==> src/wfpa_pkg.sv <==
// wfpa_pkg: shared types and codes for the worst-fit page allocator.
// No dependencies; imported by wfpa_ctrl, wfpa_dp and the top level.
package wfpa_pkg;

   localparam int SIZE_W  = 25;
   localparam int INDEX_W = 12;
   localparam int PAGES_W = 13;

   localparam logic FUNC_ALLOC = 1'b0;
   localparam logic FUNC_FREE  = 1'b1;

   typedef enum logic [2:0] {
      ST_ALLOCATED    = 3'd0,
      ST_NO_FIT       = 3'd1,
      ST_ZERO_SIZE    = 3'd2,
      ST_FREED        = 3'd3,
      ST_FREE_IGNORED = 3'd4
   } status_type;

   typedef enum logic [1:0] {
      RD_HOLD,
      RD_WALK,
      RD_PREV,
      RD_NEXT
   } rd_sel_type;

   typedef enum logic [2:0] {
      WR_INIT_FIRST,
      WR_INIT_LAST,
      WR_ALLOC_FIRST,
      WR_ALLOC_LAST,
      WR_REM_FIRST,
      WR_REM_LAST,
      WR_FREE_FIRST,
      WR_FREE_LAST
   } wr_sel_type;

   typedef struct packed {
      logic       accept;
      logic       div_step;
      logic       walk_step;
      logic       prev_take;
      logic       next_take;
      rd_sel_type rd_sel;
      logic       wr_en;
      wr_sel_type wr_sel;
      logic       load_rsp;
      status_type rsp_code;
   } cmd_type;

   typedef struct packed {
      logic size_zero;
      logic walk_end;
      logic found;
      logic hit;
      logic has_rem;
   } stat_type;

endpackage

==> src/wfpa_dp.sv <==
// wfpa_dp: page count, block walk, split/merge arithmetic and result register.
// Depends on wfpa_pkg; driven by wfpa_ctrl, talks to the tag RAM.
module wfpa_dp import wfpa_pkg::*; #(
   parameter int HEAP_PAGE_COUNT = 4096,
   parameter int PAGE_BYTES      = 4096,
   localparam int AW = $clog2(HEAP_PAGE_COUNT),
   localparam int PW = $clog2(HEAP_PAGE_COUNT + 1),
   localparam int TW = PW + 1
) (
   input  logic               clock,
   input  logic               req_func,
   input  logic [SIZE_W-1:0]  req_size_bytes,
   input  logic [INDEX_W-1:0] req_page_index,
   input  cmd_type            cmd,
   output stat_type           stat,
   output logic               ram_wr_en,
   output logic [AW-1:0]      ram_wr_addr,
   output logic [TW-1:0]      ram_wr_data,
   output logic [AW-1:0]      ram_rd_addr,
   input  logic [TW-1:0]      ram_rd_data,
   output status_type         rsp_status,
   output logic [INDEX_W-1:0] rsp_block_index,
   output logic [PAGES_W-1:0] rsp_block_pages
);

   localparam int CW     = (PW > PAGES_W) ? PW : PAGES_W;
   localparam int CMPW   = (PW > SIZE_W) ? PW : SIZE_W;
   localparam int NUM_W  = SIZE_W + 1;
   localparam int RCP_SH = NUM_W + $clog2(PAGE_BYTES);
   localparam int RCP_W  = NUM_W + 2;
   localparam int PROD_W = NUM_W + RCP_W;
   localparam logic [63:0] RCP_FULL =
      ((64'd1 << RCP_SH) + 64'(PAGE_BYTES) - 64'd1) / 64'(PAGE_BYTES);
   localparam logic [RCP_W-1:0] RCP      = RCP_W'(RCP_FULL);
   localparam logic [NUM_W-1:0] ROUND_UP = NUM_W'(PAGE_BYTES - 1);
   localparam logic [PW-1:0]    HEAP_N   = PW'(HEAP_PAGE_COUNT);

   // block length from a tag: zero counts as one page, clipped to lim
   function automatic logic [PW-1:0] clip_mag(input logic [TW-1:0] t,
                                               input logic [PW-1:0] lim);
      logic [TW-1:0] mag;
      mag = t[TW-1] ? (~t + TW'(1)) : t;
      if (mag == '0) begin
         mag = TW'(1);
      end
      if (mag > {1'b0, lim}) begin
         return lim;
      end
      return mag[PW-1:0];
   endfunction

   function automatic logic [TW-1:0] neg_tag(input logic [PW-1:0] x);
      return (~{1'b0, x}) + TW'(1);
   endfunction

   logic               func_ff;
   logic               size_zero_ff;
   logic [INDEX_W-1:0] idx_ff;
   logic [NUM_W-1:0]   num_ff;
   logic [SIZE_W-1:0]  pages_ff;
   logic [PW-1:0]      pos_ff;
   logic [PW-1:0]      len_ff;
   logic               found_ff;
   logic [PW-1:0]      blk_pos_ff;
   logic [PW-1:0]      blk_len_ff;
   status_type         rsp_status_ff;
   logic [INDEX_W-1:0] rsp_index_ff;
   logic [PAGES_W-1:0] rsp_pages_ff;

   logic [PROD_W-1:0] prod, prod_sh;
   logic [PW-1:0]     pages_w;
   logic              is_free, is_alloc;
   logic [PW-1:0]     room, len_w, pos_next;
   logic              fits, cand, at_idx;
   logic [PW-1:0]     prev_n, prev_first, prev_total;
   logic [PW-1:0]     after, next_n, next_total;
   logic [PW-1:0]     rd_pos, wr_pos;
   logic [CW-1:0]     out_index, out_pages;

   // pages = (size + PAGE_BYTES - 1) * RCP >> RCP_SH, exact over the whole range
   assign prod    = PROD_W'(num_ff) * PROD_W'(RCP);
   assign prod_sh = prod >> RCP_SH;
   assign pages_w = pages_ff[PW-1:0];

   assign is_free  = ram_rd_data[TW-1];
   assign is_alloc = !ram_rd_data[TW-1] && (ram_rd_data != '0);
   assign room     = HEAP_N - pos_ff;
   assign len_w    = clip_mag(ram_rd_data, room);
   assign pos_next = pos_ff + len_w;
   assign fits     = (CMPW'(len_w) >= CMPW'(pages_ff));
   assign cand     = is_free && fits && (!found_ff || (len_w > blk_len_ff));
   assign at_idx   = (CW'(pos_ff) == CW'(idx_ff));

   assign prev_n     = clip_mag(ram_rd_data, pos_ff);
   assign after      = pos_ff + len_ff;
   assign next_n     = clip_mag(ram_rd_data, HEAP_N - after);

   always_comb begin
      if ((pos_ff != '0) && is_free) begin
         prev_first = pos_ff - prev_n;
         prev_total = len_ff + prev_n;
      end else begin
         prev_first = pos_ff;
         prev_total = len_ff;
      end
      if ((after != HEAP_N) && is_free) begin
         next_total = blk_len_ff + next_n;
      end else begin
         next_total = blk_len_ff;
      end
   end

   always_comb begin
      stat.size_zero = size_zero_ff;
      stat.found     = found_ff || cand;
      stat.hit       = at_idx && is_alloc;
      stat.has_rem   = (blk_len_ff > pages_w);
      if (func_ff == FUNC_FREE) begin
         stat.walk_end = at_idx || (pos_next == HEAP_N) || (CW'(pos_next) > CW'(idx_ff));
      end else begin
         stat.walk_end = (pos_next == HEAP_N);
      end
   end

   always_comb begin
      case (cmd.rd_sel)
         RD_HOLD: rd_pos = pos_ff;
         RD_WALK: rd_pos = pos_next;
         RD_PREV: rd_pos = pos_ff - PW'(1);
         RD_NEXT: rd_pos = after;
         default: rd_pos = pos_ff;
      endcase
   end
   assign ram_rd_addr = rd_pos[AW-1:0];

   always_comb begin
      case (cmd.wr_sel)
         WR_INIT_FIRST: begin
            wr_pos      = '0;
            ram_wr_data = neg_tag(HEAP_N);
         end
         WR_INIT_LAST: begin
            wr_pos      = HEAP_N - PW'(1);
            ram_wr_data = neg_tag(HEAP_N);
         end
         WR_ALLOC_FIRST: begin
            wr_pos      = blk_pos_ff;
            ram_wr_data = {1'b0, pages_w};
         end
         WR_ALLOC_LAST: begin
            wr_pos      = blk_pos_ff + pages_w - PW'(1);
            ram_wr_data = {1'b0, pages_w};
         end
         WR_REM_FIRST: begin
            wr_pos      = blk_pos_ff + pages_w;
            ram_wr_data = neg_tag(blk_len_ff - pages_w);
         end
         WR_REM_LAST: begin
            wr_pos      = blk_pos_ff + blk_len_ff - PW'(1);
            ram_wr_data = neg_tag(blk_len_ff - pages_w);
         end
         WR_FREE_FIRST: begin
            wr_pos      = blk_pos_ff;
            ram_wr_data = neg_tag(blk_len_ff);
         end
         WR_FREE_LAST: begin
            wr_pos      = blk_pos_ff + blk_len_ff - PW'(1);
            ram_wr_data = neg_tag(blk_len_ff);
         end
         default: begin
            wr_pos      = '0;
            ram_wr_data = neg_tag(HEAP_N);
         end
      endcase
   end
   assign ram_wr_en   = cmd.wr_en;
   assign ram_wr_addr = wr_pos[AW-1:0];

   always_comb begin
      case (cmd.rsp_code)
         ST_ALLOCATED: begin
            out_index = CW'(blk_pos_ff);
            out_pages = CW'(pages_ff);
         end
         ST_FREED: begin
            out_index = CW'(pos_ff);
            out_pages = CW'(len_ff);
         end
         default: begin
            out_index = '0;
            out_pages = '0;
         end
      endcase
   end

   always_ff @(posedge clock) begin
      if (cmd.accept) begin
         func_ff      <= req_func;
         size_zero_ff <= (req_size_bytes == '0);
         idx_ff       <= req_page_index;
         num_ff       <= NUM_W'(req_size_bytes) + ROUND_UP;
         pos_ff       <= '0;
         found_ff     <= 1'b0;
      end
      if (cmd.div_step) begin
         pages_ff <= prod_sh[SIZE_W-1:0];
      end
      if (cmd.walk_step) begin
         if (func_ff == FUNC_FREE) begin
            if (at_idx) begin
               len_ff <= len_w;
            end else begin
               pos_ff <= pos_next;
            end
         end else begin
            pos_ff <= pos_next;
            if (cand) begin
               found_ff   <= 1'b1;
               blk_pos_ff <= pos_ff;
               blk_len_ff <= len_w;
            end
         end
      end
      if (cmd.prev_take) begin
         blk_pos_ff <= prev_first;
         blk_len_ff <= prev_total;
      end
      if (cmd.next_take) begin
         blk_len_ff <= next_total;
      end
      if (cmd.load_rsp) begin
         rsp_status_ff <= cmd.rsp_code;
         rsp_index_ff  <= out_index[INDEX_W-1:0];
         rsp_pages_ff  <= out_pages[PAGES_W-1:0];
      end
   end

   assign rsp_status      = rsp_status_ff;
   assign rsp_block_index = rsp_index_ff;
   assign rsp_block_pages = rsp_pages_ff;

endmodule

==> config.mk <==
export PLATFORM = sky130hd
export DESIGN_NAME = wfpa_dp
export DESIGN_NICKNAME = d
export VERILOG_FILES = /design/src/wfpa_pkg.sv /design/src/wfpa_dp.sv
export SDC_FILE = /design/constraint.sdc
export NUM_CORES = 1
export LEC_CHECK = 0
export ABC_AREA = 1
export BUFFER_PORTS_ARGS = -buffer_cell sky130_fd_sc_hd__buf_2
export CORE_UTILIZATION = 40
export CTS_CLUSTER_DIAMETER = 60
export DETAILED_ROUTE_END_ITERATION = 16
export HOLD_SLACK_MARGIN = 0.12
export SYNTH_ARGS = -nofsm -noshare
export SYNTH_HDL_FRONTEND = slang
export SYNTH_SLANG_ARGS = --single-unit
==> constraint.sdc <==
create_clock -name clock -period 29 [get_ports clock]
set_input_delay 7.25 -clock clock [delete_from_list [all_inputs] [get_ports clock]]
set_output_delay 7.25 -clock clock [all_outputs]
set_load 0.05 [all_outputs]
# Word-level counts from Yosys, hierarchy flattened

Index checks and enable logic that the tools add are counted.

Flip-flop bits (word level): 134
Output and inout port bits: 72

Add/sub/neg operators: 17
Order comparisons: 7
Eq/ne operators: 17
Multiplexer cells: 37
Bitwise operators: 3
Reductions and logical operators: 32

Operators with widths:

| cell                                                                  | count |
|---|---|
| 13-bit two-way mux                                                    | 17 |
| 12-bit case mux with 6 select lines                                   | 1 |
| 12-bit two-way mux                                                    | 5 |
| 14-bit case mux with 4 select lines                                   | 1 |
| 13-bit adder                                                          | 4 |
| 12-bit case mux with 4 select lines                                   | 1 |
| 14-bit by 1-bit adder with 14-bit output (second input constant)      | 3 |
| 14-bit by 13-bit greater-than comparator with 1-bit output            | 3 |
| 12-bit by 1-bit subtractor with 12-bit output (second input constant) | 3 |
| 14-bit two-way mux                                                    | 2 |
| 13-bit NOT with 14-bit output                                         | 2 |
| 25-bit by 12-bit adder with 26-bit output (second input constant)     | 1 |
| 13-bit greater-than comparator                                        | 2 |
| 13-bit case mux with 2 select lines                                   | 1 |
| 13-bit subtractor (first input constant)                              | 2 |
| 25-bit zero test                                                      | 1 |
| 12-bit adder                                                          | 2 |
| 12-bit case mux with 2 select lines                                   | 1 |
| 13-bit by 14-bit >= comparator with 1-bit output                      | 1 |
| 14-bit zero test                                                      | 1 |
| 14-bit NOT                                                            | 1 |
| 14-bit nonzero test                                                   | 1 |
| 13-bit by 12-bit equality test with 1-bit output                      | 1 |
| 13-bit equality test (second input constant)                          | 1 |
| other kinds (24)                                                      | 55 |

# Depth between registers and ports, before layout

Gate-level depths: netlist of the first run.

Depth in word-level cells: 16
Gate-level depth with buffers: 43

# Worst setup path after synthesis of the first run

OpenSTA, ideal clock, no wires.

Kind: input -> output
Start point: input ram_rd_data[0]
End point: output stat[3] in the netlist's numbering
Data arrival time: 12.200 ns
Setup slack: 9.550 ns
Stages on the path: 40
Path buffers: 1
Path through: inv_2 > ha_1 > nand3_1 > o21ai_0 > xor2_1 > inv_1 > nand3_1 > nor4_1 > nand2_1 > nand2_1 > inv_1 > ha_1 > nor2_1 > o21ai_0 > o211ai_1 > nand3_1 > nand3_1 > nand2_2 > [4 not listed] > o21ai_0 > a21oi_1 > o21ai_0 > nand2_1 > nand2_1 > a21oi_1 > xor2_1 > inv_1 > ha_1 > and3_1 > nand2_1 > nand2_1 > nand2_1 > nand2_1 > nand2_1 > nand2_1 > nand2_1 > nand2_1

RTL lines:

| item            | RTL line      | RTL |
|---|---|---|
| start, declared | wfpa_dp.sv:20 | `input logic [TW-1:0] ram_rd_data,` |
| end, declared   | wfpa_dp.sv:15 | `output stat_type stat,` |

==> results of run 1 <==
==> cell families (layout without fill, tap and decap cells) <==
| family | after synthesis | count (layout) | share of synthesized area (%) |
|---|---|---|---|
| and+or+nand+nor | 808 | 808 | 25.34 |
| DFF | 122 | 122 | 25.01 |
| xor gates and xnor gates | 90 | 90 | 5.648 |
| AOI/OAI and AO/OA | 415 | 415 | 17.04 |
| adders and majority gates | 191 | 191 | 17.39 |
| buffers and inverters | 349 | 499 | 9.574 |
==> metrics by stage <==
step / hold WS [ns] / cells / util (%) / cell area [um^2]
2_1_floorplan: 0.4003 / 1975 / - / 14090
3_3_place_gp: 0.4028 / 2548 / 44.09 / 15270
3_5_place_dp: 0.4052 / 2548 / 44.09 / 15270
4_1_cts: 0.4200 / 2580 / 45.69 / 15820
5_1_grt: 0.4259 / 2580 / 45.69 / 15820
6_report: 0.4199 / 2580 / 45.69 / 15820
==> layout make-up <==
cell class	count	area share, %
Multi-Input combinational cell	1504	58.25
Sequential cell	122	22.27
Inverter	322	7.655
Timing Repair Buffer	145	4.713
Tap cell	455	3.598
Clock buffer	17	2.689
Clock inverter	15	0.8225
==> metal layers <==
| metal | wire length [um] | share of wire, % |
|---|---|---|
| met4 | 1818 | 3.5 |
| met3 | 4274 | 8.1 |
| met2 | 23120 | 44 |
| met5 | 0 | 0 |
| met1 | 23410 | 44 |
==> synth_stat cells, types with 4 or more instances <==
master / count / area share [%]
nand3b_1: 7 / 0.37
clkinv_1: 7 / 0.19
ha_1: 183 / 16
clkbuf_1: 13 / 0.35
fa_1: 8 / 1.1
nand4_1: 33 / 1.5
o21bai_1: 7 / 0.37
inv_2: 10 / 0.27
nor2_1: 145 / 3.9
a21o_1: 7 / 0.37
nand3_1: 116 / 4.1
o21ai_1: 14 / 0.50
nor2_4: 5 / 0.40
nor4_1: 11 / 0.49
o2111ai_1: 8 / 0.50
o21a_1: 5 / 0.27
o211ai_1: 13 / 0.69
xor2_1: 68 / 4.2
or2_2: 7 / 0.31
buf_2: 8 / 0.28
dfxtp_1: 14 / 2.0
nor2_2: 9 / 0.40
o221ai_1: 13 / 0.81
nand3_2: 4 / 0.28
o21ai_0: 129 / 4.6
a221oi_1: 4 / 0.25
edfxtp_1: 108 / 23
a21oi_1: 143 / 5.1
o31ai_1: 7 / 0.37
nand2_1: 411 / 11
inv_1: 304 / 8.1
a21oi_2: 4 / 0.25
a31oi_1: 4 / 0.18
nand2_2: 19 / 0.84
nor3_1: 29 / 1.0
o22ai_1: 44 / 2.0
xnor2_1: 21 / 1.3
==> worst max-delay path: cells and delay by family <==
| family | cells | cell delay, ns |
|---|---|---|
| fa+ha+maj | 5 | 1.28 |
| buf+inv | 5 | 0.69 |
| compound gates | 4 | 0.53 |
| simple gates | 27 | 2.75 |
| xor+xnor | 2 | 1.05 |
==> final timing paths <==
kind                  start       endpoint
max          ram_rd_data[0]        stat[3]
min              num_ff[12]    pages_ff[0]
max reg2reg       pos_ff[1]  blk_pos_ff[6]
min reg2reg      num_ff[12]    pages_ff[0]
==> registers in the layout, summed over array words and instances (netlist names) <==
name,count
len_ff,13
found_ff,1
rsp_status,3
func_ff,1
pos_ff,13
rsp_block_index,12
pages_ff,14
num_ff,14
blk_pos_ff,12
idx_ff,12
rsp_block_pages,13
size_zero_ff,1
blk_len_ff,13
==> cells in the final DEF, fill, tap and decap left out, drive strengths merged, types with 8 or more instances in the layout <==
cell type,count
o22ai,44
o221ai,13
or2,9
clkbuf,17
o2111ai,8
nor4,11
inv,323
o211ai,13
xor2,69
dfxtp,14
nand3b,8
a21oi,147
nand3,120
nand2,431
fa,8
edfxtp,108
ha,183
nor2,159
nor3,32
nand4,34
o21ai,146
clkinv,10
xnor2,21
buf,145
==> impl_metrics.csv, run 1 <==
group,metric,value,unit
hold_path,hp-class,"flop to flop",
grt,grt_first_pass_wirelength,78630,um
grt,grt_max_degree,37,
logic_synthesis,synth-edff-count,108,
job,cap_violations,0,
cells_and_area,fill_cells,3572,
grt,antenna_found_initial,0,
clock_network,post_cts_buffers,0,
worst_setup_path,cp-start-kind,"input port",
detailed_routing,routed_via_density,5.572,
sta,final-hold-violation-count,0,
sta,slew_viol_final,0,
cells_and_area,area_growth,12.30,%
floorplanning,core,34630,um^2
sta,skew,0.01996,ns
sta,tightest_slew,1.346,ns
clock_network,ctsResizeCount,0,
sta,max_freq,47.97,MHz
place,hpwl,42890,um
sta,worst_slack,8.153,ns
hold_path,hold_path_depth,0,
clock_network,hold_buffers,0,
clock_network,cts_buffer_depth,2,
sta,layout_min_cycle_time,20.85,ns
logic_synthesis,seq_area_frac_synth,25.01,%
worst_setup_path,cp_max_fo,23,
clock_network,cts_tree,"built",
detailed_routing,drcViolationCount,0,
grt,grt_util_met1,39.90,%
sta,slew_headroom,9.963,%
logic_synthesis,syn_avg_cell_area,7.133,um^2
logic_synthesis,synthCells,1975,
detailed_routing,wirelength,52620,um
logic_synthesis,yosys_warnings,0,
detailed_routing,detail_route.first_pass.iterations,7,
floorplanning,die_area,35980,um^2
logic_synthesis,synth_nets,2234,
logic_synthesis,async_flop_share,0,%
clock_network,cts.sinks,122,
sta,fin_crit_sh,71.89,%
worst_setup_path,worstRegToRegCells,22,
cells_and_area,register_area,3523,um^2
floorplanning,die_h,189.7,um
clock_network,htree_levels,4,
grt,grt_pass1_vias,13490,
clock_network,cts_buffers,17,
place,place_ws,8.377,ns
worst_setup_path,arrival,13.60,ns
logic_synthesis,synth_area,14090,um^2
worst_setup_path,slowest_delay,0.61,ns
clock_network,clk_pin_slew,0.06,ns
cells_and_area,drive_gt1_share,11.67,%
detailed_routing,routedWlPerCell,20.40,um
logic_synthesis,ys_types,55,
sta,setup_viol,0,
detailed_routing,vias,14380,
clock_network,clock_latency,0.45,ns
detailed_routing,dr.first_iter.drc_count,1366,
detailed_routing,drtAntennaViolNets,0,
floorplanning,fp-row-count,68,
worst_setup_path,crit_top_cell,"nand2_1",
worst_setup_path,endpoint_kind,"output port",
outcome,status,"completed",
clock_network,root_buffer,"clkbuf_16",
grt,use_met3,5.147,%
sta,finalSetupTns,0,ns
grt,track_usage,29.25,%
logic_synthesis,synth-main-ff-cell,"edfxtp_1",
worst_setup_path,critPathRequiredTime,21.75,ns
place,port_buffers,137,
floorplanning,initial_core_util,40.69,%
grt,grt-ovfl-total,0,
logic_synthesis,ys_ff_latch,122,
worst_setup_path,ff2ff_setup_slack,21.93,ns
grt,busiest_layer,"met2",
sta,rsz0062_at_grt,"no",
floorplanning,fp.dieW,189.7,um
cells_and_area,nNetsFinal,2371,
worst_setup_path,path_class,"input port to output port",
cells_and_area,diodes,0,
grt,use_met2,46.14,%
floorplanning,ios,140,
worst_setup_path,cp_slowest_cell,"xor2_1",
place,gp_congestion,0.9696,
cells_and_area,multiInputGateArea,9216,um^2
Power of run 1 is left out: the tool's default activity adds up to more than one toggle a clock period on the data nets, which glitch-free logic cannot reach.
==> run 2, diff against run 1 <==
==> constraint.sdc (replaced) <==
create_clock -name clock -period 21 [get_ports clock]
set_input_delay 5.25 -clock clock [delete_from_list [all_inputs] [get_ports clock]]
set_output_delay 5.25 -clock clock [all_outputs]
set_load 0.05 [all_outputs]
==> impl_metrics.csv, run 2 (same netlist as run 1, synthesis figures left out) <==
group,metric,value,unit
worst_setup_path,cp_max_fo,23,
hold_path,hp-class,"flop to flop",
clock_network,htree_levels,4,
cells_and_area,drive_gt1_share,11.75,%
cells_and_area,final_common_cell,"nand2_1",
cells_and_area,largestRegisters,"num_ff: 14 flops, pages_ff: 14 flops",
clock_network,cts_tree,"built",
clock_network,cts_buffer_depth,2,
clock_network,post_cts_buffers,0,
sta,setup_viol,0,
hold_path,hold_path_depth,0,
worst_setup_path,crit_top_cell,"nand2_1",
detailed_routing,drcViolationCount,0,
worst_setup_path,cp-start-kind,"input port",
detailed_routing,routedWlPerCell,20.95,um
worst_setup_path,path_class,"input port to output port",
sta,slew_headroom,15.26,%
floorplanning,die_area,35980,um^2
sta,slew_viol_final,0,
worst_setup_path,slowest_delay,0.58,ns
clock_network,hold_buffers,0,
sta,final-hold-violation-count,0,
sta,finalSetupTns,0,ns
grt,grt-ovfl-total,0,
floorplanning,core,34630,um^2
grt,track_usage,30.13,%
floorplanning,fp-row-count,68,
cells_and_area,area_growth,13.22,%
sta,fin_crit_sh,79.62,%
grt,grt_first_pass_wirelength,80840,um
grt,antenna_found_initial,0,
worst_setup_path,critPathRequiredTime,15.75,ns
place,hpwl,43570,um
job,cap_violations,0,
detailed_routing,drtAntennaViolNets,0,
detailed_routing,routed_via_density,5.608,
sta,max_freq,59.81,MHz
worst_setup_path,cp_slowest_cell,"xor2_1",
hold_path,worst_hold_startpoint,"num_ff[15]",
clock_network,cts.sinks,122,
sta,tightest_slew,1.268,ns
sta,rsz0062_at_grt,"no",
floorplanning,initial_core_util,40.69,%
detailed_routing,dr.first_iter.drc_count,1371,
clock_network,clock_latency,0.44,ns
cells_and_area,final_cell_mix,"nand2_1 (411), inv_1 (304), ha_1 (183)",
place,port_buffers,137,
sta,skew,0.01964,ns
detailed_routing,wirelength,54140,um
place,gp_congestion,0.9672,
clock_network,cts_buffers,17,
floorplanning,die_h,189.7,um
clock_network,ctsResizeCount,0,
worst_setup_path,endpoint_kind,"output port",
outcome,status,"completed",
floorplanning,ios,140,
clock_network,root_buffer,"clkbuf_16",
worst_setup_path,worstRegToRegCells,24,
detailed_routing,detail_route.first_pass.iterations,5,
worst_setup_path,rr_startpoint,"pos_ff[8]",
grt,grt_max_degree,37,
cells_and_area,fill_cells,3562,
grt,grt_pass1_vias,13510,
detailed_routing,vias,14490,
worst_setup_path,cp-startpoint,"ram_rd_data[0]",
worst_setup_path,arrival,11.47,ns
floorplanning,fp.dieW,189.7,um
clock_network,clk_pin_slew,0.06,ns
sta,layout_min_cycle_time,16.72,ns
cells_and_area,nNetsFinal,2374,
[run 2: per-stage QoR]
stage	util, %	cells	hold slack, ns	worst slack, ns	area [um^2]
5_1_grt	46.06	2583	0.4176	3.568	15950
6_report	46.07	2584	0.4159	4.280	15950
4_1_cts	46.06	2583	0.4143	4.343	15950
2_1_floorplan	-	1975	0.4003	5.550	14090
3_3_place_gp	44.15	2551	0.4034	4.541	15290
3_5_place_dp	44.15	2551	0.4054	4.407	15290
[run 2: final cells by class]
class / count / area (um^2) / share of cell area [%]
multi-input cells: 1504 / 9216 / 57.78
flip-flops and latches: 122 / 3523 / 22.09
inverters: 322 / 1211 / 7.593
repair buffers: 148 / 768.2 / 4.816
well taps: 455 / 569.3 / 3.569
clock buffers: 18 / 429.2 / 2.690
clock inverters: 14 / 231.5 / 1.451
diodes: 1 / 2.502 / 0.01569
[run 2: worst max-delay path: cells and delay by family]
family / cells / cell delay [ns]
AND/OR/NAND/NOR: 26 / 2.66
XOR/XNOR: 2 / 0.96
buffers and inverters: 5 / 0.67
AO/OA/AOI/OAI: 5 / 0.66
adder cells (fa/ha/maj): 5 / 1.26
[run 2: worst paths after layout]
| path | endpoint | slack [ns] |
|---|---|---|
| max reg2reg | blk_pos_ff[3] | 14.30 |
| max | stat[3] | 4.28 |
| min | pages_ff[3] | 0.42 |
| min reg2reg | pages_ff[3] | 0.42 |
[run 2: routing by layer]
layer	vias up	GRT usage [%]	wire length (um)
met2	598	47.13	23660
met5	-	0	0
met3	105	5.294	4055
met4	0	10.70	1859
li1	7024	-	-
met1	6763	41.47	24570
Power of run 2 is left out for the same reason.
