### src/wfpa_pkg.sv
// wfpa_pkg: shared types and codes for the worst-fit page allocator.
// No dependencies; imported by wfpa_ctrl, wfpa_dp and the top level.
package wfpa_pkg;

   localparam int SIZE_W  = 25;
   localparam int INDEX_W = 12;
   localparam int PAGES_W = 13;

   localparam logic FUNC_ALLOC = 1'b0;
   localparam logic FUNC_FREE  = 1'b1;

   typedef enum logic [2:0] {
      ST_ALLOCATED    = 3'd0,
      ST_NO_FIT       = 3'd1,
      ST_ZERO_SIZE    = 3'd2,
      ST_FREED        = 3'd3,
      ST_FREE_IGNORED = 3'd4
   } status_type;

   typedef enum logic [1:0] {
      RD_HOLD,
      RD_WALK,
      RD_PREV,
      RD_NEXT
   } rd_sel_type;

   typedef enum logic [2:0] {
      WR_INIT_FIRST,
      WR_INIT_LAST,
      WR_ALLOC_FIRST,
      WR_ALLOC_LAST,
      WR_REM_FIRST,
      WR_REM_LAST,
      WR_FREE_FIRST,
      WR_FREE_LAST
   } wr_sel_type;

   typedef struct packed {
      logic       accept;
      logic       div_step;
      logic       walk_step;
      logic       prev_take;
      logic       next_take;
      rd_sel_type rd_sel;
      logic       wr_en;
      wr_sel_type wr_sel;
      logic       load_rsp;
      status_type rsp_code;
   } cmd_type;

   typedef struct packed {
      logic size_zero;
      logic walk_end;
      logic found;
      logic hit;
      logic has_rem;
   } stat_type;

endpackage

### src/wfpa_ctrl.sv
// wfpa_ctrl: sequencer for tag init, page count, block walk, split and merge.
// Depends on wfpa_pkg; drives the wfpa_dp command struct.
module wfpa_ctrl import wfpa_pkg::*; (
   input  logic     clock,
   input  logic     reset,
   input  logic     req_valid,
   input  logic     req_func,
   output logic     req_stall,
   output logic     rsp_valid,
   input  logic     rsp_stall,
   input  stat_type stat,
   output cmd_type  cmd
);

   typedef enum logic [16:0] {
      S_INIT_FIRST = 17'h00001,
      S_INIT_LAST  = 17'h00002,
      S_IDLE       = 17'h00004,
      S_DIV        = 17'h00008,
      S_AWALK      = 17'h00010,
      S_AWR0       = 17'h00020,
      S_AWR1       = 17'h00040,
      S_AWR2       = 17'h00080,
      S_AWR3       = 17'h00100,
      S_FSTART     = 17'h00200,
      S_FWALK      = 17'h00400,
      S_FRDP       = 17'h00800,
      S_FRDN       = 17'h01000,
      S_FCALC      = 17'h02000,
      S_FWR0       = 17'h04000,
      S_FWR1       = 17'h08000,
      S_RESP       = 17'h10000
   } state_type;

   state_type        state_ff, state_in;
   status_type       code_ff, code_in;
   logic             rsp_valid_ff, rsp_valid_in;

   always_comb begin
      state_in     = state_ff;
      code_in      = code_ff;
      rsp_valid_in = rsp_valid_ff && rsp_stall;
      cmd          = '0;
      cmd.rd_sel   = RD_HOLD;
      cmd.wr_sel   = WR_INIT_FIRST;
      cmd.rsp_code = code_ff;
      case (state_ff)
         S_INIT_FIRST: begin
            cmd.wr_en  = 1'b1;
            cmd.wr_sel = WR_INIT_FIRST;
            state_in   = S_INIT_LAST;
         end
         S_INIT_LAST: begin
            cmd.wr_en  = 1'b1;
            cmd.wr_sel = WR_INIT_LAST;
            state_in   = S_IDLE;
         end
         S_IDLE: begin
            if (req_valid) begin
               cmd.accept = 1'b1;
               state_in   = (req_func == FUNC_FREE) ? S_FSTART : S_DIV;
            end
         end
         S_DIV: begin
            cmd.div_step = 1'b1;
            if (stat.size_zero) begin
               code_in  = ST_ZERO_SIZE;
               state_in = S_RESP;
            end else begin
               state_in = S_AWALK;
            end
         end
         S_AWALK: begin
            cmd.walk_step = 1'b1;
            cmd.rd_sel    = RD_WALK;
            if (stat.walk_end) begin
               if (stat.found) begin
                  state_in = S_AWR0;
               end else begin
                  code_in  = ST_NO_FIT;
                  state_in = S_RESP;
               end
            end
         end
         S_AWR0: begin
            cmd.wr_en  = 1'b1;
            cmd.wr_sel = WR_ALLOC_FIRST;
            state_in   = S_AWR1;
         end
         S_AWR1: begin
            cmd.wr_en  = 1'b1;
            cmd.wr_sel = WR_ALLOC_LAST;
            code_in    = ST_ALLOCATED;
            state_in   = stat.has_rem ? S_AWR2 : S_RESP;
         end
         S_AWR2: begin
            cmd.wr_en  = 1'b1;
            cmd.wr_sel = WR_REM_FIRST;
            state_in   = S_AWR3;
         end
         S_AWR3: begin
            cmd.wr_en  = 1'b1;
            cmd.wr_sel = WR_REM_LAST;
            state_in   = S_RESP;
         end
         S_FSTART: begin
            state_in = S_FWALK;
         end
         S_FWALK: begin
            cmd.walk_step = 1'b1;
            cmd.rd_sel    = RD_WALK;
            if (stat.walk_end) begin
               if (stat.hit) begin
                  state_in = S_FRDP;
               end else begin
                  code_in  = ST_FREE_IGNORED;
                  state_in = S_RESP;
               end
            end
         end
         S_FRDP: begin
            cmd.rd_sel = RD_PREV;
            state_in   = S_FRDN;
         end
         S_FRDN: begin
            cmd.rd_sel    = RD_NEXT;
            cmd.prev_take = 1'b1;
            state_in      = S_FCALC;
         end
         S_FCALC: begin
            cmd.next_take = 1'b1;
            state_in      = S_FWR0;
         end
         S_FWR0: begin
            cmd.wr_en  = 1'b1;
            cmd.wr_sel = WR_FREE_FIRST;
            state_in   = S_FWR1;
         end
         S_FWR1: begin
            cmd.wr_en  = 1'b1;
            cmd.wr_sel = WR_FREE_LAST;
            code_in    = ST_FREED;
            state_in   = S_RESP;
         end
         S_RESP: begin
            if (!rsp_valid_ff || !rsp_stall) begin
               cmd.load_rsp = 1'b1;
               rsp_valid_in = 1'b1;
               state_in     = S_IDLE;
            end
         end
         default: begin
            state_in = S_IDLE;
         end
      endcase
   end

   always_ff @(posedge clock) begin
      if (reset) begin
         state_ff     <= S_INIT_FIRST;
         code_ff      <= ST_ALLOCATED;
         rsp_valid_ff <= 1'b0;
      end else begin
         state_ff     <= state_in;
         code_ff      <= code_in;
         rsp_valid_ff <= rsp_valid_in;
      end
   end

   assign req_stall = (state_ff != S_IDLE);
   assign rsp_valid = rsp_valid_ff;

endmodule

### config.mk
export PLATFORM = sky130hd
export DESIGN_NAME = wfpa_ctrl
export DESIGN_NICKNAME = d
export VERILOG_FILES = /design/src/wfpa_pkg.sv /design/src/wfpa_ctrl.sv
export SDC_FILE = /design/constraint.sdc
export NUM_CORES = 1
export LEC_CHECK = 0
export ABC_AREA = 1
export CAP_MARGIN = 40
export CORE_UTILIZATION = 62
export CTS_CLUSTER_DIAMETER = 60
export DETAILED_ROUTE_END_ITERATION = 6
export DONT_BUFFER_PORTS = 1
export GPL_TIMING_DRIVEN = 0
export MAX_ROUTING_LAYER = met4
export PLACE_DENSITY = 0.74
export SETUP_SLACK_MARGIN = 0.5
export SLEW_MARGIN = 10
export SYNTH_ARGS = -nofsm -noshare
export SYNTH_HDL_FRONTEND = slang
export SYNTH_SLANG_ARGS = --single-unit
### constraint.sdc
create_clock -name clock -period 2 [get_ports clock]
set_input_delay 0.2 -clock clock [delete_from_list [all_inputs] [get_ports clock]]
set_output_delay 0.2 -clock clock [all_outputs]
set_load 0.005 [all_outputs]
==> impl_metrics.tcl, run 1 <==
set metrics [dict create \
    postSynthAreaPerCell_sq_um 6.946 \
    timing.grt.repair.worst_endpoint "cmd[4]" \
    cts_htree_levels 1 \
    maximum_number_of_pins_on_one_net_before_global_route_repair 12 \
    clock_sinks 21 \
    synthCells 205 \
    share_of_the_yosys_chip_area_belonging_to_registers 0.2953 \
    ctsRootBufferMaster "sky130_fd_sc_hd__clkbuf_4" \
    timing.worst_endpoint.kind "output port" \
    placement_rows 16 \
    ys_seq_elements 21 \
    cts-root-to-sink-buffers 2 \
    outcome "stopped before the end" \
    synthesis.yosys.warnings 0 \
    start_util 0.6905 \
    cell_area_after_synthesis_sq_mm 0.001424 \
    die_w_um 49.92 \
    placement.io_buffers 0 \
    error "[ERROR DPL-0038] Utilization greater than 100%, impossible to legalize" \
    synth_nets 215 \
    place_hpwl_um 2564 \
    yosys.cell_types.count 27 \
    stop_stage "global routing" \
    placement.cell_area_sq_mm 0.001481 \
    chipHeight_um 49.92 \
    pin_count 27 \
    routabilityCongestion 0.8445 \
    dp_slack_ps 330.0 \
    cts-buffers-inserted 3 \
]
-- per-stage QoR --
stage,utilization,std cells
after CTS,0.9078,257
after detailed placement,0.7184,232
after global placement,0.7184,232
after floorplan,-,205
-- synthesized netlist by cell type, drive strengths merged --
library cell / count / share of area
nand2: 44 / 0.15
clkbuf: 3 / 0.0079
nor4b: 1 / 0.0062
nor4: 1 / 0.0044
a21oi: 8 / 0.036
dfxtp: 21 / 0.30
nor3: 9 / 0.042
nand3b: 1 / 0.0053
nand4: 6 / 0.031
or4: 1 / 0.0053
a21boi: 1 / 0.0053
nand3: 28 / 0.13
nor3b: 1 / 0.0053
inv: 35 / 0.094
nor2: 45 / 0.18
-- cell families after synthesis --
kind of cell,after synthesis,share of synthesized area
buffers and inverters,38,0.1019
flip-flops,21,0.2953
AND/OR/NAND/NOR,137,0.5615
AO/OA/AOI/OAI,9,0.04130
-- what timing repair did --
item,CTS
gates resized for setup,54
endpoints found under the hold margin,1
endpoints found under the setup margin,22
buffers inserted,20
pin swaps,29
hold buffers,1
==> inputs of run 2 (changes only) <==
CORE_AREA = 2 2 63 65   (was not set)
CORE_UTILIZATION = not set   (was 62)
CTS_CLUSTER_DIAMETER = not set   (was 60)
DIE_AREA = 0 0 65 67   (was not set)
MAX_ROUTING_LAYER = not set   (was met4)
PLACE_DENSITY = not set   (was 0.74)
PLACE_DENSITY_LB_ADDON = 0.15   (was not set)
SETUP_SLACK_MARGIN = not set   (was 0.5)
==> impl_metrics.tcl, run 2 <==
set metrics [dict create \
    post_synth_edffs 0 \
    layout-area-overhead-vs-synth_pct 11.51 \
    end_kind "output port" \
    place_hpwl_um 2677 \
    holdPathStages 1 \
    clock_sinks 21 \
    largest_register_by_flop_count "state_ff" \
    first_drt_iteration_drcs 47 \
    placement_rows 22 \
    ctsRootBufferMaster "sky130_fd_sc_hd__clkbuf_8" \
    async_flop_share 0 \
    placement.io_buffers 0 \
    slew_headroom 0.6011 \
    ir_worst_vdd_mv 0.2575 \
    clk_pin_slew_ps 80 \
    worst_slew_pin_slew_ps 598.4 \
    groute.usage.overall 0.1755 \
    drtPass1Iterations 4 \
    most-common-layout-cells "30 x sky130_fd_sc_hd__inv_1, 30 x sky130_fd_sc_hd__nand2_1, 30 x sky130_fd_sc_hd__nor2_1, 21 x sky130_fd_sc_hd__dfxtp_1, 20 x sky130_fd_sc_hd__nand3_1" \
    globalRoute.totalOverflow 0 \
    outcome "complete, no violations" \
    synthesis.yosys.warnings 0 \
    cts-root-to-sink-buffers 2 \
    cts-buffers-inserted 3 \
    slew_viol_final 0 \
    post-route-drc-count 0 \
    max_reg_flops 17 \
    p_leak_uw 0.0007600 \
    start_util 0.3949 \
    ff2ff_path_depth 12 \
    routedWlPerCell_um 13.03 \
    antenna_found_initial 0 \
    period_minus_slack_ps 1888 \
    rsz0062_at_grt "false" \
    fmax_ghz 0.5297 \
    design.final.nets 224 \
    tritoncts "built" \
    routabilityCongestion 0.7705 \
    ys_seq_elements 21 \
    grt_first_pass_wirelength_um 5644 \
    worst_hold_margin_ps 92.46 \
    synthCells 205 \
    cp_max_fo 4 \
    yosys.cell_types.count 27 \
    detailroute.via_count 1252 \
    period_share 0.9439 \
    ant_nets 0 \
    die_footprint_sq_mm 0.004355 \
    cts_htree_levels 1 \
    final_hold_viol_count 0 \
    maximum_number_of_pins_on_one_net_before_global_route_repair 12 \
    synth.most_common_cell "sky130_fd_sc_hd__nor2_1" \
    synth_nets 215 \
    startpoint_type "flop" \
    setup_viol_count_final 0 \
    critical_path_arrival_ps 1690 \
    detail_route.vias_per_cell 4.797 \
    hold_path_class "in2reg" \
    pin_count 27 \
    first_global_vias 1207 \
    postSynthAreaPerCell_sq_um 6.946 \
    drive_gt1_frac 0.2629 \
    synth_top_area_frac 0.2953 \
    floorplan.core_area_sq_mm 0.003606 \
    p_per_cell_area_mw_per_mm2 518.0 \
    share_of_the_yosys_chip_area_belonging_to_registers 0.2953 \
    max_cap_check_violation_count 0 \
    ys_top_cells_by_area "sky130_fd_sc_hd__dfxtp_1 30%, sky130_fd_sc_hd__nor2_1 8.7%, sky130_fd_sc_hd__inv_1 7.9%" \
    path_class "reg2out" \
    totalNegativeSetupSlack_ps 0 \
    n_antenna_cell 0 \
    chipHeight_um 67 \
    cell_area_after_synthesis_sq_mm 0.001424 \
    finalWirelength_um 3401 \
    ys.flop_type "sky130_fd_sc_hd__dfxtp_1" \
    die_w_um 65 \
    fin_worst_skew_ps 5.528 \
    worstSkewPairLatency_ps 270 \
    most_used_standard_cells_in_the_synthesized_netlist "33 x sky130_fd_sc_hd__nor2_1, 30 x sky130_fd_sc_hd__inv_1, 30 x sky130_fd_sc_hd__nand2_1, 21 x sky130_fd_sc_hd__dfxtp_1, 20 x sky130_fd_sc_hd__nand3_1" \
    crit_required_ps 1800 \
    synth_area_leader_cell "sky130_fd_sc_hd__dfxtp_1" \
]
==> run 2: cell counts after synthesis <==
Identical to the previous run, type by type.
==> run 2: layout make-up <==
class,count,area [sq um]
tap,48,60.06
buffer,3,11.26
fill,380,2018
timing repair buffer,4,32.53
multi-input combinational,146,884.6
sequential,21,420.4
clock buffer,4,45.04
inverter,35,133.9
==> run 2: logic make-up after synthesis <==
logic type | share of synthesized area
buffers and inverters | 0.1019
AND/OR/NAND/NOR | 0.5615
flip-flops | 0.2953
AO/OA/AOI/OAI | 0.04130
==> run 2: path summary, 6_finish.rpt <==
path	from	to	slack, ps
setup / recovery	state_ff[4]$_SDFFE_PP0P_	cmd[4]	110
hold / removal	stat[0]	state_ff[7]$_SDFFE_PP0P_	90
setup reg to reg	state_ff[0]$_SDFFE_PP1P_	state_ff[2]$_SDFFE_PP0P_	310
hold reg to reg	rsp_valid$_SDFF_PP0_	rsp_valid$_SDFF_PP0_	510
==> run 2: critical path: stages, from the launching register on <==
cell                      delay [ps]
sky130_fd_sc_hd__dfxtp_1         360
sky130_fd_sc_hd__nor2_2          160
sky130_fd_sc_hd__nand2_2         130
sky130_fd_sc_hd__nor2_4          130
sky130_fd_sc_hd__nand2_2          80
sky130_fd_sc_hd__or4_4           430
sky130_fd_sc_hd__nand4_1         140
==> run 2: power breakdown <==
part / total [uW] / internal (uW) / switching [uW] / leakage, uW
clock: 290 / 142 / 148 / 0.0000228
combinational: 103 / 33.2 / 70.3 / 0.000567
sequential: 429 / 424 / 5.29 / 0.000170
==> run 2: what timing repair did <==
item | CTS | global route
pin swaps | 2 | 2
hold buffers | 1 | 0
hold endpoints to repair | 1 | 0
resized for setup | 0 | 7
gates cloned | 0 | 0
setup endpoints to repair | 2 | 3
buffers inserted | 3 | 0
==> run 2: stage by stage <==
stage	total power (uW)	cell area, sq um	setup WS [ps]	instances	util
2_1_floorplan	518.7	1424	453.1	205	-
3_3_place_gp	538.3	1484	264.5	253	0.4115
6_report	822.5	1588	112.3	261	0.4403
3_5_place_dp	538.4	1484	258.8	253	0.4115
5_1_grt	860.0	1588	18.00	261	0.4403
4_1_cts	834.1	1562	17.78	261	0.4330
==> run 2: metal layers <==
metal	share of wire	track usage	vias to the layer above
met5	0	0	-
met4	0.019	0.07181	0
met3	0.047	0.03209	7
met2	0.44	0.2835	25
met1	0.50	0.2299	558
li1	-	-	662
No activity file was read; power rests on OpenSTA's default activity.
==> inputs of run 3 (changes only) <==
clock period = 2.3 ns   (was 2 ns; I/O delays follow)
==> impl_metrics.tcl, run 3 (same netlist as run 2, synthesis figures left out) <==
set metrics [dict create \
    worstSkewPairLatency_ps 260 \
    fillerInstances 381 \
    design.final.nets 220 \
    top_metal_layer_carrying_routed_signals "met4" \
    post-route-drc-count 0 \
    worst_slew_pin_slew_ps 603.4 \
    cp_max_fo 9 \
    drtPass1Iterations 4 \
    place_hpwl_um 2677 \
    pwr-share-seq 0.525 \
    groute.usage.overall 0.1730 \
    finalWirelength_um 3342 \
    internal-power_uw 518.4 \
    cts_htree_levels 1 \
    crit_required_ps 2070 \
    n_antenna_cell 0 \
    post_cts_buffers 0 \
    ff2ff_path_depth 9 \
    routabilityCongestion 0.7705 \
    route.layer.met1.wl_um 1659 \
    maximum_number_of_pins_on_one_net_before_global_route_repair 12 \
    hold_path_class "in2reg" \
    most-common-layout-cells "33 x sky130_fd_sc_hd__nor2_1, 30 x sky130_fd_sc_hd__inv_1, 30 x sky130_fd_sc_hd__nand2_1, 21 x sky130_fd_sc_hd__dfxtp_1, 20 x sky130_fd_sc_hd__nand3_1" \
    holdPathStages 1 \
    hold_buffers_post_cts 0 \
    startpoint_type "flop" \
    final_hold_viol_count 0 \
    first_global_vias 1179 \
    min_delay_worst_endpoint "state_ff[3]$_SDFFE_PP0P_" \
    ir_worst_vdd_mv 0.2191 \
    p_leak_uw 0.0007348 \
    floorplan.core_area_sq_mm 0.003606 \
    totalNegativeSetupSlack_ps 0 \
    hp-start "req_func" \
    period_share 0.8833 \
    start_util 0.3949 \
    die_w_um 65 \
    clock_power_share 0.354 \
    minimum_setup_slack_among_reg_to_reg_paths_ps 600 \
    pin_count 27 \
    max_reg_flops 17 \
    die_footprint_sq_mm 0.004355 \
    ctsRootBufferMaster "sky130_fd_sc_hd__clkbuf_8" \
    crit-reg2reg-capture "state_ff[4]$_SDFFE_PP0P_" \
    setup_viol_count_final 0 \
    placement_rows 22 \
    rsz0062_at_grt "false" \
    fin_worst_skew_ps 4.377 \
    period_minus_slack_ps 2032 \
    grt_first_pass_wirelength_um 5561 \
    clk_pin_slew_ps 80 \
    path_class "reg2out" \
    post_cts_resized 0 \
    cts-root-to-sink-buffers 2 \
    switching_power_uw 192.6 \
    area.sequential_sq_um 420.4 \
    clock_sinks 21 \
    detailroute.via_count 1217 \
    final.setup.worst_slack_ps 268.4 \
    routed-wl-met2_um 1474 \
    cts-buffers-inserted 3 \
    layout.cells.most_common "sky130_fd_sc_hd__nor2_1" \
    detail_route.vias_per_cell 4.735 \
    slew_viol_final 0 \
    end_kind "output port" \
    p_sw_frac 0.2709 \
    max_cap_check_violation_count 0 \
    routedWlPerCell_um 13.00 \
    layout-area-overhead-vs-synth_pct 7.382 \
    chipHeight_um 67 \
    antenna_found_initial 0 \
    drive_gt1_frac 0.2344 \
    critical_path_arrival_ps 1800 \
    critical_path.reg2reg.startpoint "state_ff[10]$_SDFFE_PP0P_" \
    globalRoute.totalOverflow 0 \
    slew_headroom 0.5977 \
    tritoncts "built" \
    p_per_cell_area_mw_per_mm2 465.0 \
    first_drt_iteration_drcs 55 \
    largest_register_by_flop_count "state_ff" \
    placement.io_buffers 0 \
    fmax_ghz 0.4922 \
    ant_nets 0 \
    outcome "complete, no violations" \
    dp_slack_ps 528.8 \
    met3RoutedLength_um 142 \
    multi_input_comb_area_sq_um 858.3 \
    pwr-share-comb 0.121 \
]
[run 3: stage by stage]
| step | util | instance area, sq um | hold slack (ps) | cells | total power, uW |
|---|---|---|---|---|---|
| 2_1_floorplan | - | 1424 | 306.3 | 205 | 451.0 |
| 3_3_place_gp | 0.4115 | 1484 | 310.3 | 253 | 468.1 |
| 3_5_place_dp | 0.4115 | 1484 | 311.3 | 253 | 468.2 |
| 4_1_cts | 0.4240 | 1529 | 27.87 | 257 | 722.6 |
| 5_1_grt | 0.4240 | 1529 | 31.77 | 257 | 743.8 |
| 6_report | 0.4240 | 1529 | 33.47 | 257 | 711.0 |
[run 3: per-layer routing]
metal  up-vias  GRT usage
met2        23     0.2784
met3         7    0.03209
met1       530     0.2268
met4         0    0.07181
li1        657          -
met5         -          0
[run 3: worst max-delay path by stage]
stage                         startpoint     end  slack (ps)
3_3_place_gp   state_ff[12]$_SDFFE_PP0P_  cmd[4]         530
3_5_place_dp   state_ff[10]$_SDFFE_PP0P_  cmd[4]         530
2_1_floorplan  state_ff[10]$_SDFFE_PP0P_  cmd[4]         720
5_1_grt        state_ff[10]$_SDFFE_PP0P_  cmd[4]         100
4_1_cts        state_ff[10]$_SDFFE_PP0P_  cmd[4]         230
6_report       state_ff[10]$_SDFFE_PP0P_  cmd[4]         270
[run 3: final cells by class]
type / instances / share of cell area
clock buffers: 4 / 0.02946
multi-input cells: 146 / 0.5614
inverters: 35 / 0.08756
well taps: 48 / 0.03928
flip-flops and latches: 21 / 0.2750
plain buffers: 3 / 0.007365
[run 3: critical path, cell delays in order, from the launching register on]
cell	delay (ps)
sky130_fd_sc_hd__dfxtp_1	360
sky130_fd_sc_hd__nor2_1	140
sky130_fd_sc_hd__nand2_2	150
sky130_fd_sc_hd__nor2_8	210
sky130_fd_sc_hd__nand2_2	100
sky130_fd_sc_hd__or4_1	440
sky130_fd_sc_hd__nand4_1	140
[run 3: power groups by stage]
stage	clock (uW)	sequential, uW	combinational (uW)
floorplan	0	381	70.0
global placement	0	382	86.2
detailed placement	0	382	86.5
CTS	263	373	86.5
global route	273	374	96.3
finish	252	373	86.0
==> inputs of run 4 (changes only) <==
MAX_ROUTING_LAYER = met4   (was not set)
==> impl_metrics.tcl, run 4 (same netlist as run 2, synthesis figures left out) <==
set metrics [dict create \
    n_antenna_cell 0 \
    globalRoute.totalOverflow 0 \
    clk_pin_slew_ps 80 \
    max_reg_flops 17 \
    floorplan.core_area_sq_mm 0.003606 \
    ant_nets 0 \
    routabilityCongestion 0.7808 \
    placement_rows 22 \
    startpoint_type "flop" \
    drive_gt1_frac 0.2344 \
    placement.io_buffers 0 \
    dp_slack_ps 528.8 \
    clock_sinks 21 \
    grt_first_pass_wirelength_um 5561 \
    max_cap_check_violation_count 0 \
    cts-buffers-inserted 3 \
    detail_route.vias_per_cell 4.774 \
    ctsRootBufferMaster "sky130_fd_sc_hd__clkbuf_8" \
    hold_path_class "in2reg" \
    layout-area-overhead-vs-synth_pct 7.382 \
    fillerInstances 381 \
    path_class "reg2out" \
    cts_htree_levels 1 \
    rsz0062_at_grt "false" \
    fin_worst_skew_ps 4.601 \
    layout.cells.most_common "sky130_fd_sc_hd__nor2_1" \
    p_leak_uw 0.0007348 \
    post_cts_resized 0 \
    cp_max_fo 9 \
    outcome "complete, no violations" \
    hold_buffers_post_cts 0 \
    setup_viol_count_final 0 \
    design.final.nets 220 \
    post-route-drc-count 0 \
    detailroute.via_count 1227 \
    die_footprint_sq_mm 0.004355 \
    totalNegativeSetupSlack_ps 0 \
    crit_required_ps 2070 \
    routedWlPerCell_um 12.99 \
    cts-root-to-sink-buffers 2 \
    power.total_uw 711.2 \
    groute.usage.overall 0.1776 \
    p_per_cell_area_mw_per_mm2 465.1 \
    ir_worst_vdd_mv 0.2192 \
    slew_viol_final 0 \
    first_drt_iteration_drcs 59 \
    drtPass1Iterations 4 \
    chipHeight_um 67 \
    place_hpwl_um 2677 \
    start_util 0.3949 \
    largest_register_by_flop_count "state_ff" \
    pin_count 27 \
    first_global_vias 1184 \
    worstSkewPairLatency_ps 260 \
    final_hold_viol_count 0 \
    period_share 0.8845 \
    maximum_number_of_pins_on_one_net_before_global_route_repair 12 \
    final.setup.worst_slack_ps 265.6 \
    period_minus_slack_ps 2034 \
    antenna_found_initial 0 \
    finalWirelength_um 3338 \
    critical_path_arrival_ps 1800 \
    slew_headroom 0.6053 \
    fmax_ghz 0.4916 \
    post_cts_buffers 0 \
    worst_slew_pin_slew_ps 592.1 \
    die_w_um 65 \
    end_kind "output port" \
    most-common-layout-cells "33 x sky130_fd_sc_hd__nor2_1, 30 x sky130_fd_sc_hd__inv_1, 30 x sky130_fd_sc_hd__nand2_1, 21 x sky130_fd_sc_hd__dfxtp_1, 20 x sky130_fd_sc_hd__nand3_1" \
    tritoncts "built" \
]
[run 4: cell counts in the layout (fill, tap and decap cells not counted)]
Identical to the previous run, type by type.
[run 4: final cells by class]
type,instances,area (sq um),area share
Buffer,3,11.26,0.007365
Clock buffer,4,45.04,0.02946
Inverter,35,133.9,0.08756
Multi-Input combinational cell,146,858.3,0.5614
Sequential cell,21,420.4,0.2750
Tap cell,48,60.06,0.03928
[run 4: path summary, 6_finish.rpt]
path / startpoint / to / cells after the start / slack [ps]
max: state_ff[10]$_SDFFE_PP0P_ / cmd[4] / 6 / 270
min: req_func / state_ff[3]$_SDFFE_PP0P_ / 1 / 30
max reg2reg: state_ff[10]$_SDFFE_PP0P_ / state_ff[4]$_SDFFE_PP0P_ / 9 / 600
min reg2reg: rsp_valid$_SDFF_PP0_ / rsp_valid$_SDFF_PP0_ / 2 / 510
[run 4: critical path: stages (launching register included)]
cell and delay (ps):
sky130_fd_sc_hd__dfxtp_1 360, sky130_fd_sc_hd__nor2_1 150, sky130_fd_sc_hd__nand2_2 150, sky130_fd_sc_hd__nor2_8 210, sky130_fd_sc_hd__nand2_2 100, sky130_fd_sc_hd__or4_1 440, sky130_fd_sc_hd__nand4_1 140
[run 4: layer usage]
layer	track usage	vias to the layer above	routed length [um]
li1	-	659	-
met1	0.2268	536	1649
met2	0.2784	25	1462
met3	0.03209	7	157
met4	0.07181	0	68
met5	-	-	0
[run 4: metrics by stage]
step | hold WS (ps) | utilization | instances | instance area (sq um)
2_1_floorplan | 306.3 | - | 205 | 1424
3_3_place_gp | 310.3 | 0.4115 | 253 | 1484
3_5_place_dp | 311.3 | 0.4115 | 253 | 1484
4_1_cts | 27.87 | 0.4240 | 257 | 1529
5_1_grt | 31.77 | 0.4240 | 257 | 1529
6_report | 33.88 | 0.4240 | 257 | 1529
[run 4: where the power goes]
part / internal, uW / total, uW / switching, uW / leakage [uW]
Clock: 124 / 252 / 128 / 0.0000228
Combinational: 26.0 / 86.1 / 60.1 / 0.000542
Sequential: 369 / 373 / 4.47 / 0.000170
